--- config.mk ---
export PLATFORM = sky130hd
export DESIGN_NAME = trial_division_factorizer
export DESIGN_NICKNAME = d
export VERILOG_FILES = /design/src/rtl/tdf_pkg.sv /design/src/rtl/tdf_div.sv /design/src/rtl/tdf_dpath.sv /design/src/rtl/tdf_ctrl.sv /design/src/rtl/trial_division_factorizer.sv
export SDC_FILE = /design/constraint.sdc
export NUM_CORES = 1
export LEC_CHECK = 0
export CAP_MARGIN = 10
export CORE_MARGIN = 2
export CORE_UTILIZATION = 60
export CTS_BUF_LIST = sky130_fd_sc_hd__clkbuf_16
export CTS_CLUSTER_DIAMETER = 200
export CTS_CLUSTER_SIZE = 30
export DETAILED_ROUTE_END_ITERATION = 6
export DONT_BUFFER_PORTS = 1
export PLACE_DENSITY = 0.81
export SYNTH_ARGS = -nofsm -noshare
export SYNTH_HDL_FRONTEND = slang
export SYNTH_SLANG_ARGS = --single-unit
--- constraint.sdc ---
create_clock -name clock -period 4.6 [get_ports clock]
set_clock_uncertainty 0.05 [all_clocks]
set_input_delay 0.23 -clock clock [delete_from_list [all_inputs] [get_ports clock]]
set_output_delay 0.23 -clock clock [all_outputs]
set_load 0.05 [all_outputs]
--- src/rtl/tdf_pkg.sv ---
// ----------------------------------------------------------------------------
// tdf_pkg: shared types and constants of the trial division factorizer
// Widths, result kinds, controller states and the command and status bundles
// that join the controller to the datapath.
// ----------------------------------------------------------------------------
`default_nettype none

package tdf_pkg;

   localparam int VALUE_BITS   = 32;
   localparam int IN_BITS      = 32;
   localparam int PRIME_BITS   = 32;
   localparam int EXP_BITS     = 6;
   localparam int MAX_RESULTS  = 9;
   localparam int COUNT_BITS   = $clog2(MAX_RESULTS + 1);
   localparam int DIV_CNT_BITS = $clog2(VALUE_BITS);

   typedef enum logic [1:0] {
      KIND_FACTOR = 2'd0,
      KIND_ONE    = 2'd1,
      KIND_ZERO   = 2'd2
   } kind_type;

   typedef enum logic {
      SRC_DIVISOR = 1'b0,
      SRC_REST    = 1'b1
   } emit_src_type;

   typedef enum logic [2:0] {
      ST_IDLE,
      ST_CHECK,
      ST_START,
      ST_WAIT,
      ST_EMIT_ZERO,
      ST_EMIT_ONE,
      ST_EMIT_ROOT,
      ST_EMIT_DIV
   } state_type;

   typedef struct packed {
      logic         load;
      logic         div_start;
      logic         take_quot;
      logic         next_div;
      logic         emit;
      emit_src_type src;
      kind_type     kind;
      logic         last;
   } cmd_type;

   typedef struct packed {
      logic rest_zero;
      logic rest_one;
      logic div_done;
      logic d_gt_q;
      logic rem_zero;
      logic expo_nz;
      logic count_full;
      logic out_free;
   } status_type;

endpackage

`default_nettype wire

--- src/rtl/tdf_div.sv ---
// ----------------------------------------------------------------------------
// tdf_div: restoring divider
// Produces quotient and remainder one bit per cycle once started, and flags
// completion with a single-cycle done pulse.
// ----------------------------------------------------------------------------
`default_nettype none

module tdf_div
   import tdf_pkg::*;
(
   input  wire logic                  clock,
   input  wire logic                  reset,
   input  wire logic                  start,
   input  wire logic [VALUE_BITS-1:0] dividend,
   input  wire logic [VALUE_BITS-1:0] divisor,
   output logic                       done,
   output logic [VALUE_BITS-1:0]      quotient,
   output logic [VALUE_BITS-1:0]      remainder
);

   logic                    busy_ff, busy_in;
   logic                    done_ff, done_in;
   logic [DIV_CNT_BITS-1:0] cnt_ff, cnt_in;
   logic [VALUE_BITS-1:0]   quot_ff, quot_in;
   logic [VALUE_BITS-1:0]   rem_ff, rem_in;
   logic [VALUE_BITS:0]     rem_shift;
   logic [VALUE_BITS:0]     rem_diff;
   logic                    fits;

   assign rem_shift = {rem_ff, quot_ff[VALUE_BITS-1]};
   assign rem_diff  = rem_shift - {1'b0, divisor};
   assign fits      = rem_shift >= {1'b0, divisor};

   always_comb begin
      busy_in = busy_ff;
      done_in = 1'b0;
      cnt_in  = cnt_ff;
      quot_in = quot_ff;
      rem_in  = rem_ff;
      if (start) begin
         busy_in = 1'b1;
         cnt_in  = '0;
         quot_in = dividend;
         rem_in  = '0;
      end else if (busy_ff) begin
         quot_in = {quot_ff[VALUE_BITS-2:0], fits};
         rem_in  = fits ? rem_diff[VALUE_BITS-1:0] : rem_shift[VALUE_BITS-1:0];
         cnt_in  = cnt_ff + 1'b1;
         if (cnt_ff == DIV_CNT_BITS'(VALUE_BITS - 1)) begin
            busy_in = 1'b0;
            done_in = 1'b1;
         end
      end
   end

   always_ff @(posedge clock) begin
      if (reset) begin
         busy_ff <= 1'b0;
         done_ff <= 1'b0;
         cnt_ff  <= '0;
      end else begin
         busy_ff <= busy_in;
         done_ff <= done_in;
         cnt_ff  <= cnt_in;
      end
   end

   always_ff @(posedge clock) begin
      quot_ff <= quot_in;
      rem_ff  <= rem_in;
   end

   assign done      = done_ff;
   assign quotient  = quot_ff;
   assign remainder = rem_ff;

endmodule

`default_nettype wire

--- src/rtl/tdf_dpath.sv ---
// ----------------------------------------------------------------------------
// tdf_dpath: factorizer datapath
// Holds the remaining cofactor, trial divisor, exponent and result count,
// drives the divider and owns the result output register.
// ----------------------------------------------------------------------------
`default_nettype none

module tdf_dpath
   import tdf_pkg::*;
(
   input  wire logic                  clock,
   input  wire logic                  reset,
   input  wire cmd_type               cmd,
   output status_type                 status,
   input  wire logic [IN_BITS-1:0]    in_value,
   output logic                       out_valid,
   input  wire logic                  out_stall,
   output logic [PRIME_BITS-1:0]      out_prime,
   output logic [EXP_BITS-1:0]        out_exponent,
   output logic [1:0]                 out_kind,
   output logic                       out_last
);

   logic [VALUE_BITS-1:0] rest_ff, rest_in;
   logic [VALUE_BITS-1:0] divisor_ff, divisor_in;
   logic [EXP_BITS-1:0]   expo_ff, expo_in;
   logic [COUNT_BITS-1:0] count_ff, count_in;
   logic                  rsp_valid_ff, rsp_valid_in;
   logic [PRIME_BITS-1:0] rsp_prime_ff, rsp_prime_in;
   logic [EXP_BITS-1:0]   rsp_expo_ff, rsp_expo_in;
   kind_type              rsp_kind_ff, rsp_kind_in;
   logic                  rsp_last_ff, rsp_last_in;
   logic                  div_done;
   logic [VALUE_BITS-1:0] div_quot;
   logic [VALUE_BITS-1:0] div_rem;
   logic                  out_free;

   tdf_div u_div (
      .clock     (clock),
      .reset     (reset),
      .start     (cmd.div_start),
      .dividend  (rest_ff),
      .divisor   (divisor_ff),
      .done      (div_done),
      .quotient  (div_quot),
      .remainder (div_rem)
   );

   assign out_free = !rsp_valid_ff || !out_stall;

   always_comb begin
      rest_in      = rest_ff;
      divisor_in   = divisor_ff;
      expo_in      = expo_ff;
      count_in     = count_ff;
      rsp_valid_in = rsp_valid_ff && out_stall;
      rsp_prime_in = rsp_prime_ff;
      rsp_expo_in  = rsp_expo_ff;
      rsp_kind_in  = rsp_kind_ff;
      rsp_last_in  = rsp_last_ff;

      if (cmd.load) begin
         rest_in    = in_value[VALUE_BITS-1:0];
         divisor_in = VALUE_BITS'(2);
         expo_in    = '0;
         count_in   = '0;
      end
      if (cmd.take_quot) begin
         rest_in = div_quot;
         expo_in = expo_ff + 1'b1;
      end
      if (cmd.next_div) begin
         // two is followed by three, then odd steps
         divisor_in = (divisor_ff == VALUE_BITS'(2)) ? VALUE_BITS'(3)
                                                     : divisor_ff + VALUE_BITS'(2);
         expo_in    = '0;
      end
      if (cmd.emit) begin
         rsp_valid_in = 1'b1;
         rsp_kind_in  = cmd.kind;
         rsp_last_in  = cmd.last;
         count_in     = count_ff + 1'b1;
         if (cmd.kind != KIND_FACTOR) begin
            rsp_prime_in = '0;
            rsp_expo_in  = '0;
         end else if (cmd.src == SRC_REST) begin
            rsp_prime_in = PRIME_BITS'(rest_ff);
            rsp_expo_in  = EXP_BITS'(1);
         end else begin
            rsp_prime_in = PRIME_BITS'(divisor_ff);
            rsp_expo_in  = expo_ff;
         end
      end
   end

   always_ff @(posedge clock) begin
      if (reset) begin
         rsp_valid_ff <= 1'b0;
         divisor_ff   <= VALUE_BITS'(2);
         expo_ff      <= '0;
         count_ff     <= '0;
      end else begin
         rsp_valid_ff <= rsp_valid_in;
         divisor_ff   <= divisor_in;
         expo_ff      <= expo_in;
         count_ff     <= count_in;
      end
   end

   always_ff @(posedge clock) begin
      rest_ff      <= rest_in;
      rsp_prime_ff <= rsp_prime_in;
      rsp_expo_ff  <= rsp_expo_in;
      rsp_kind_ff  <= rsp_kind_in;
      rsp_last_ff  <= rsp_last_in;
   end

   assign status.rest_zero  = rest_ff == '0;
   assign status.rest_one   = rest_ff == VALUE_BITS'(1);
   assign status.div_done   = div_done;
   assign status.d_gt_q     = divisor_ff > div_quot;
   assign status.rem_zero   = div_rem == '0;
   assign status.expo_nz    = expo_ff != '0;
   assign status.count_full = count_ff == COUNT_BITS'(MAX_RESULTS - 1);
   assign status.out_free   = out_free;

   assign out_valid    = rsp_valid_ff;
   assign out_prime    = rsp_prime_ff;
   assign out_exponent = rsp_expo_ff;
   assign out_kind     = rsp_kind_ff;
   assign out_last     = rsp_last_ff;

   a_divisor_two_or_odd: assert property (@(posedge clock) disable iff (reset)
      divisor_ff == VALUE_BITS'(2) || divisor_ff[0])
      else $error("trial divisor is even and not two");

   a_special_is_last: assert property (@(posedge clock) disable iff (reset)
      rsp_valid_ff && rsp_kind_ff != KIND_FACTOR |-> rsp_last_ff)
      else $error("one or zero result without last flag");

   a_emit_into_free: assert property (@(posedge clock) disable iff (reset)
      cmd.emit |-> out_free)
      else $error("result written over a waiting result");

   a_done_pulse: assert property (@(posedge clock) disable iff (reset)
      div_done |=> !div_done)
      else $error("divider done held for more than one cycle");

endmodule

`default_nettype wire

--- src/rtl/tdf_ctrl.sv ---
// ----------------------------------------------------------------------------
// tdf_ctrl: factorizer controller
// Sequences request capture, trial divisions, divisor steps and result
// writes, driving the datapath by command and reading its status.
// ----------------------------------------------------------------------------
`default_nettype none

module tdf_ctrl
   import tdf_pkg::*;
(
   input  wire logic       clock,
   input  wire logic       reset,
   input  wire logic       in_valid,
   output logic            in_stall,
   output cmd_type         cmd,
   input  wire status_type status
);

   state_type state_ff, state_in;

   always_ff @(posedge clock) begin
      if (reset) begin
         state_ff <= ST_IDLE;
      end else begin
         state_ff <= state_in;
      end
   end

   always_comb begin
      state_in = state_ff;
      cmd      = '0;
      cmd.src  = SRC_DIVISOR;
      cmd.kind = KIND_FACTOR;
      in_stall = 1'b1;
      unique case (state_ff)
         ST_IDLE: begin
            in_stall = 1'b0;
            if (in_valid) begin
               cmd.load = 1'b1;
               state_in = ST_CHECK;
            end
         end
         ST_CHECK: begin
            priority if (status.rest_zero) begin
               state_in = ST_EMIT_ZERO;
            end else if (status.rest_one) begin
               state_in = ST_EMIT_ONE;
            end else begin
               state_in = ST_START;
            end
         end
         ST_START: begin
            cmd.div_start = 1'b1;
            state_in      = ST_WAIT;
         end
         ST_WAIT: begin
            if (status.div_done) begin
               // first division by a new divisor also settles the square bound
               priority if (!status.expo_nz && status.d_gt_q) begin
                  state_in = ST_EMIT_ROOT;
               end else if (status.rem_zero) begin
                  cmd.take_quot = 1'b1;
                  state_in      = ST_START;
               end else if (status.expo_nz) begin
                  state_in = ST_EMIT_DIV;
               end else begin
                  cmd.next_div = 1'b1;
                  state_in     = ST_START;
               end
            end
         end
         ST_EMIT_ZERO: begin
            if (status.out_free) begin
               cmd.emit = 1'b1;
               cmd.kind = KIND_ZERO;
               cmd.last = 1'b1;
               state_in = ST_IDLE;
            end
         end
         ST_EMIT_ONE: begin
            if (status.out_free) begin
               cmd.emit = 1'b1;
               cmd.kind = KIND_ONE;
               cmd.last = 1'b1;
               state_in = ST_IDLE;
            end
         end
         ST_EMIT_ROOT: begin
            if (status.out_free) begin
               cmd.emit = 1'b1;
               cmd.src  = SRC_REST;
               cmd.last = 1'b1;
               state_in = ST_IDLE;
            end
         end
         ST_EMIT_DIV: begin
            if (status.out_free) begin
               cmd.emit = 1'b1;
               cmd.last = status.rest_one || status.count_full;
               if (status.rest_one || status.count_full) begin
                  state_in = ST_IDLE;
               end else begin
                  cmd.next_div = 1'b1;
                  state_in     = ST_START;
               end
            end
         end
         default: begin
            state_in = ST_IDLE;
         end
      endcase
   end

endmodule

`default_nettype wire

--- src/rtl/trial_division_factorizer.sv ---
// ----------------------------------------------------------------------------
// trial_division_factorizer: prime factorization by trial division
// Top level joining the controller and the datapath.
// ----------------------------------------------------------------------------
// One request is factored at a time; the next is taken once the last result
// of the current one has gone into the output register. Every trial division
// runs through one shared restoring divider at one quotient bit per cycle;
// each division is a start, one step per quotient bit and a done pulse.
// A value costs one division for each divisor tried and one more for each
// time a prime is divided out, plus a write per result and the capture and
// check of the request; the worst case is a large prime, which forces some
// 32768 odd trial divisors. Results come out in ascending prime order, one
// per distinct prime, and the final one carries rsp_last; zero and one each
// give a single special result.
`default_nettype none

module trial_division_factorizer
   import tdf_pkg::*;
(
   input  wire logic                  clock,
   input  wire logic                  reset,
   input  wire logic                  req_valid,
   output logic                       req_stall,
   input  wire logic [IN_BITS-1:0]    req_value,
   output logic                       rsp_valid,
   input  wire logic                  rsp_stall,
   output logic [PRIME_BITS-1:0]      rsp_prime,
   output logic [EXP_BITS-1:0]        rsp_exponent,
   output logic [1:0]                 rsp_kind,
   output logic                       rsp_last
);

   cmd_type    cmd;
   status_type status;

   tdf_ctrl u_ctrl (
      .clock    (clock),
      .reset    (reset),
      .in_valid (req_valid),
      .in_stall (req_stall),
      .cmd      (cmd),
      .status   (status)
   );

   tdf_dpath u_dpath (
      .clock        (clock),
      .reset        (reset),
      .cmd          (cmd),
      .status       (status),
      .in_value     (req_value),
      .out_valid    (rsp_valid),
      .out_stall    (rsp_stall),
      .out_prime    (rsp_prime),
      .out_exponent (rsp_exponent),
      .out_kind     (rsp_kind),
      .out_last     (rsp_last)
   );

endmodule

`default_nettype wire

==> qor.txt <==
RR Startpoint: u_dpath.divisor_ff[15]
vias in the first global route: 9216
Distinct cells, synth: 79
Ports: 79
number of synthesized flops with an enable pin: 105
crit-path max cell delay: 0.63 ns
post-place setup slack: 1.05 ns
Post-Syn Area: 11400 µm²
Pwr Total: 6940 µW
drt pass-1 iters: 5
via count: 9792
CP Max Fanout: 54
worst path cell trace: ha_1, nand4_1, or2_1, nor3_1, nand3_1, o211ai_1, nand2b_1, o2111a_1, buf_4, nand4_2, o31ai_2
crit path DAT: 3.96 ns
layout filler cell count: 1435
ys async rst share: 0%
htree depth: 4
pwr/cell area: 562 nW/µm²
Final Critical Period: 3.66 ns
Final TNS setup: 0 ns
element type at the critical path end: flop
Clk pin slew, worst setup/hold paths: 0.07 ns
first-pass GRT wire length: 47.0 mm
Std-Cell Rows: 50
initial antenna violation count: 0
synth cell count leaders: nand2_1, edfxtp_1, o21ai_0
DR top layer: met4
Hold Crit Class: in2reg
post-DR vias/cell: 6.50
CTS tree: done
CTS Sinks: 190
fmax: 0.273 GHz
Post-Route WL: 29.1 mm
Hold Startpoint: reset
Setup CP Type: reg2reg
post-synth net total: 1373
Worst Path Required: 4.91 ns
WP buf/inv: 1
Worst Setup SP: u_dpath.divisor_ff[15]
GRT Util Overall: 29.3%
fraction of layout cells with a size suffix above 1: 5.42%
metal3 WL: 2.15 mm
reg2reg setup slack: 0.94 ns
Setup violations, final: 0
largest net degree at the start of global routing: 77
Slew HR: 46.7%
period utilization: 79.5%
Yosys top cell area share: 27.7%
die area: 20100 µm²
clock buffer depth: 2
DRT iter0 DRCs: 996
Leak: 0.00480 µW
Least-Margin Pin Slew: 0.799 ns
Post-CTS Setup Repair Bufs: 0
Fin. Hold Viols: 0
CTS root buf: clkbuf_16
fin worst setup slack: 0.943 ns
Final Max Slew Viols: 0
metal1 wirelength: 12.8 mm
kind of cell adding the most delay to the critical path: simple AND/OR/NAND/NOR gates
die height: 142 µm
gr ovfl total: 0
Synth area leader: edfxtp_1
Synthesis Warnings: 0
Die X: 142 µm
gpl congestion: 0.901
Layout area overhead: 8.45%
antenna-violating nets left: 0
Core Util, Final: 66.2%
worst-skew pair later-pin latency: 0.44 ns
count leader, synth: nand2_1
Starting Density: 61.1%
TritonCTS Buffers: 17
Core Box Area: 18600 µm²
Max Cap Viol: 0
Crit-path slowest cell: dfxtp_1
syn avg cell area: 9.00 µm²
I/O Buffers: 0
# DRC: 0
wire per inst: 19.3 µm
register bit total from synthesis: 190
Seq/Total Area, Yosys: 42.6%
unrepaired setup endpoints after global routing: no
Final Net Count: 1368
wire length on met2: 13.6 mm
Worst IR Drop VDD: 0.347 mV
Final HPWL DP: 20.2 mm
Syn Inst Count: 1265
ys flop type: edfxtp_1
outcome: finished, final reports clean
Synth area leaders: edfxtp_1, dfxtp_1, ha_1
critical path launch point type: flop
ANT cells: 0
==> final timing paths <==
kind | end | cells after the start
hold reg to reg | u_dpath.count_ff[1] | 2
setup reg to reg | u_dpath.divisor_ff[12] | 11
setup / recovery | u_dpath.divisor_ff[12] | 11
hold / removal | u_dpath.count_ff[2] | 2
==> stage by stage <==
step                hold WS (ns)  std cells  area [µm²]
floorplan                  0.321       1265       11400
detailed placement         0.246       1442       11500
finish                   0.00947       1507       12300
global placement           0.245       1442       11500
CTS                      0.00168       1507       12300
global route              0.0184       1507       12300
==> cells in the final DEF, fill, tap and decap left out, types with 24 or more instances in the layout <==
| master | n |
|---|---|
| ha_1 | 71 |
| nand2_1 | 146 |
| a21oi_1 | 80 |
| nor2_1 | 75 |
| nand3_1 | 34 |
| dlygate4sd3_1 | 33 |
| a22o_1 | 32 |
| a21o_1 | 30 |
| o21ai_0 | 100 |
| nor4_1 | 32 |
| nand4_1 | 26 |
| inv_1 | 83 |
| edfxtp_1 | 105 |
| a31oi_1 | 24 |
| dfxtp_1 | 84 |
==> power by group <==
group / switching [µW] / internal, µW
registers: 270 / 2080
clock network: 694 / 714
logic: 1900 / 1270
==> sequential cells by signal (all words and copies together) (netlist names) <==
register	count
u_dpath.u_div.quotient	32
u_dpath.divisor_ff	32
u_dpath.expo_ff	6
u_dpath.u_div.remainder	32
u_dpath.out_exponent	6
u_dpath.out_prime	32
u_ctrl.state_ff	3
u_dpath.u_div.busy_ff	1
u_dpath.out_kind	2
u_dpath.rest_ff	32
u_dpath.u_div.done	1
u_dpath.u_div.cnt_ff	5
u_dpath.out_last	1
u_dpath.out_valid	1
u_dpath.count_ff	4
==> per-layer routing <==
metal / GRT usage (%) / vias to the layer above
li1: - / 4662
met1: 40.8 / 4591
met2: 47.9 / 497
met3: 3.44 / 42
met4: 9.47 / 0
met5: 0 / -
==> repair_timing <==
| action | 4_1_cts | 5_1_grt |
|---|---|---|
| hold buffers | 33 | 0 |
| hold endpoints to repair | 42 | 0 |
| gates resized for setup | 0 | 0 |
==> logic make-up (layout without fill, tap and decap cells) <==
group | count (synthesis) | after routing | synth area share, %
compound gates | 387 | 387 | 22.1
buf+inv | 153 | 161 | 5.55
mux | 20 | 20 | 1.77
xor+xnor | 31 | 31 | 2.38
simple gates | 412 | 412 | 17.6
fa+ha+maj | 72 | 72 | 7.98
flops | 190 | 190 | 42.6
==> area by class of cell <==
type / count / area, µm² / area share [%]
multi-input cells: 922 / 5920 / 47.9
flip-flops and latches: 190 / 4860 / 39.3
repair buffers: 44 / 413 / 3.34
clock buffers: 17 / 425 / 3.45
well taps: 234 / 293 / 2.37
clock inverters: 15 / 126 / 1.02
inverters: 85 / 319 / 2.58
No activity file was read; power rests on OpenSTA's default activity.
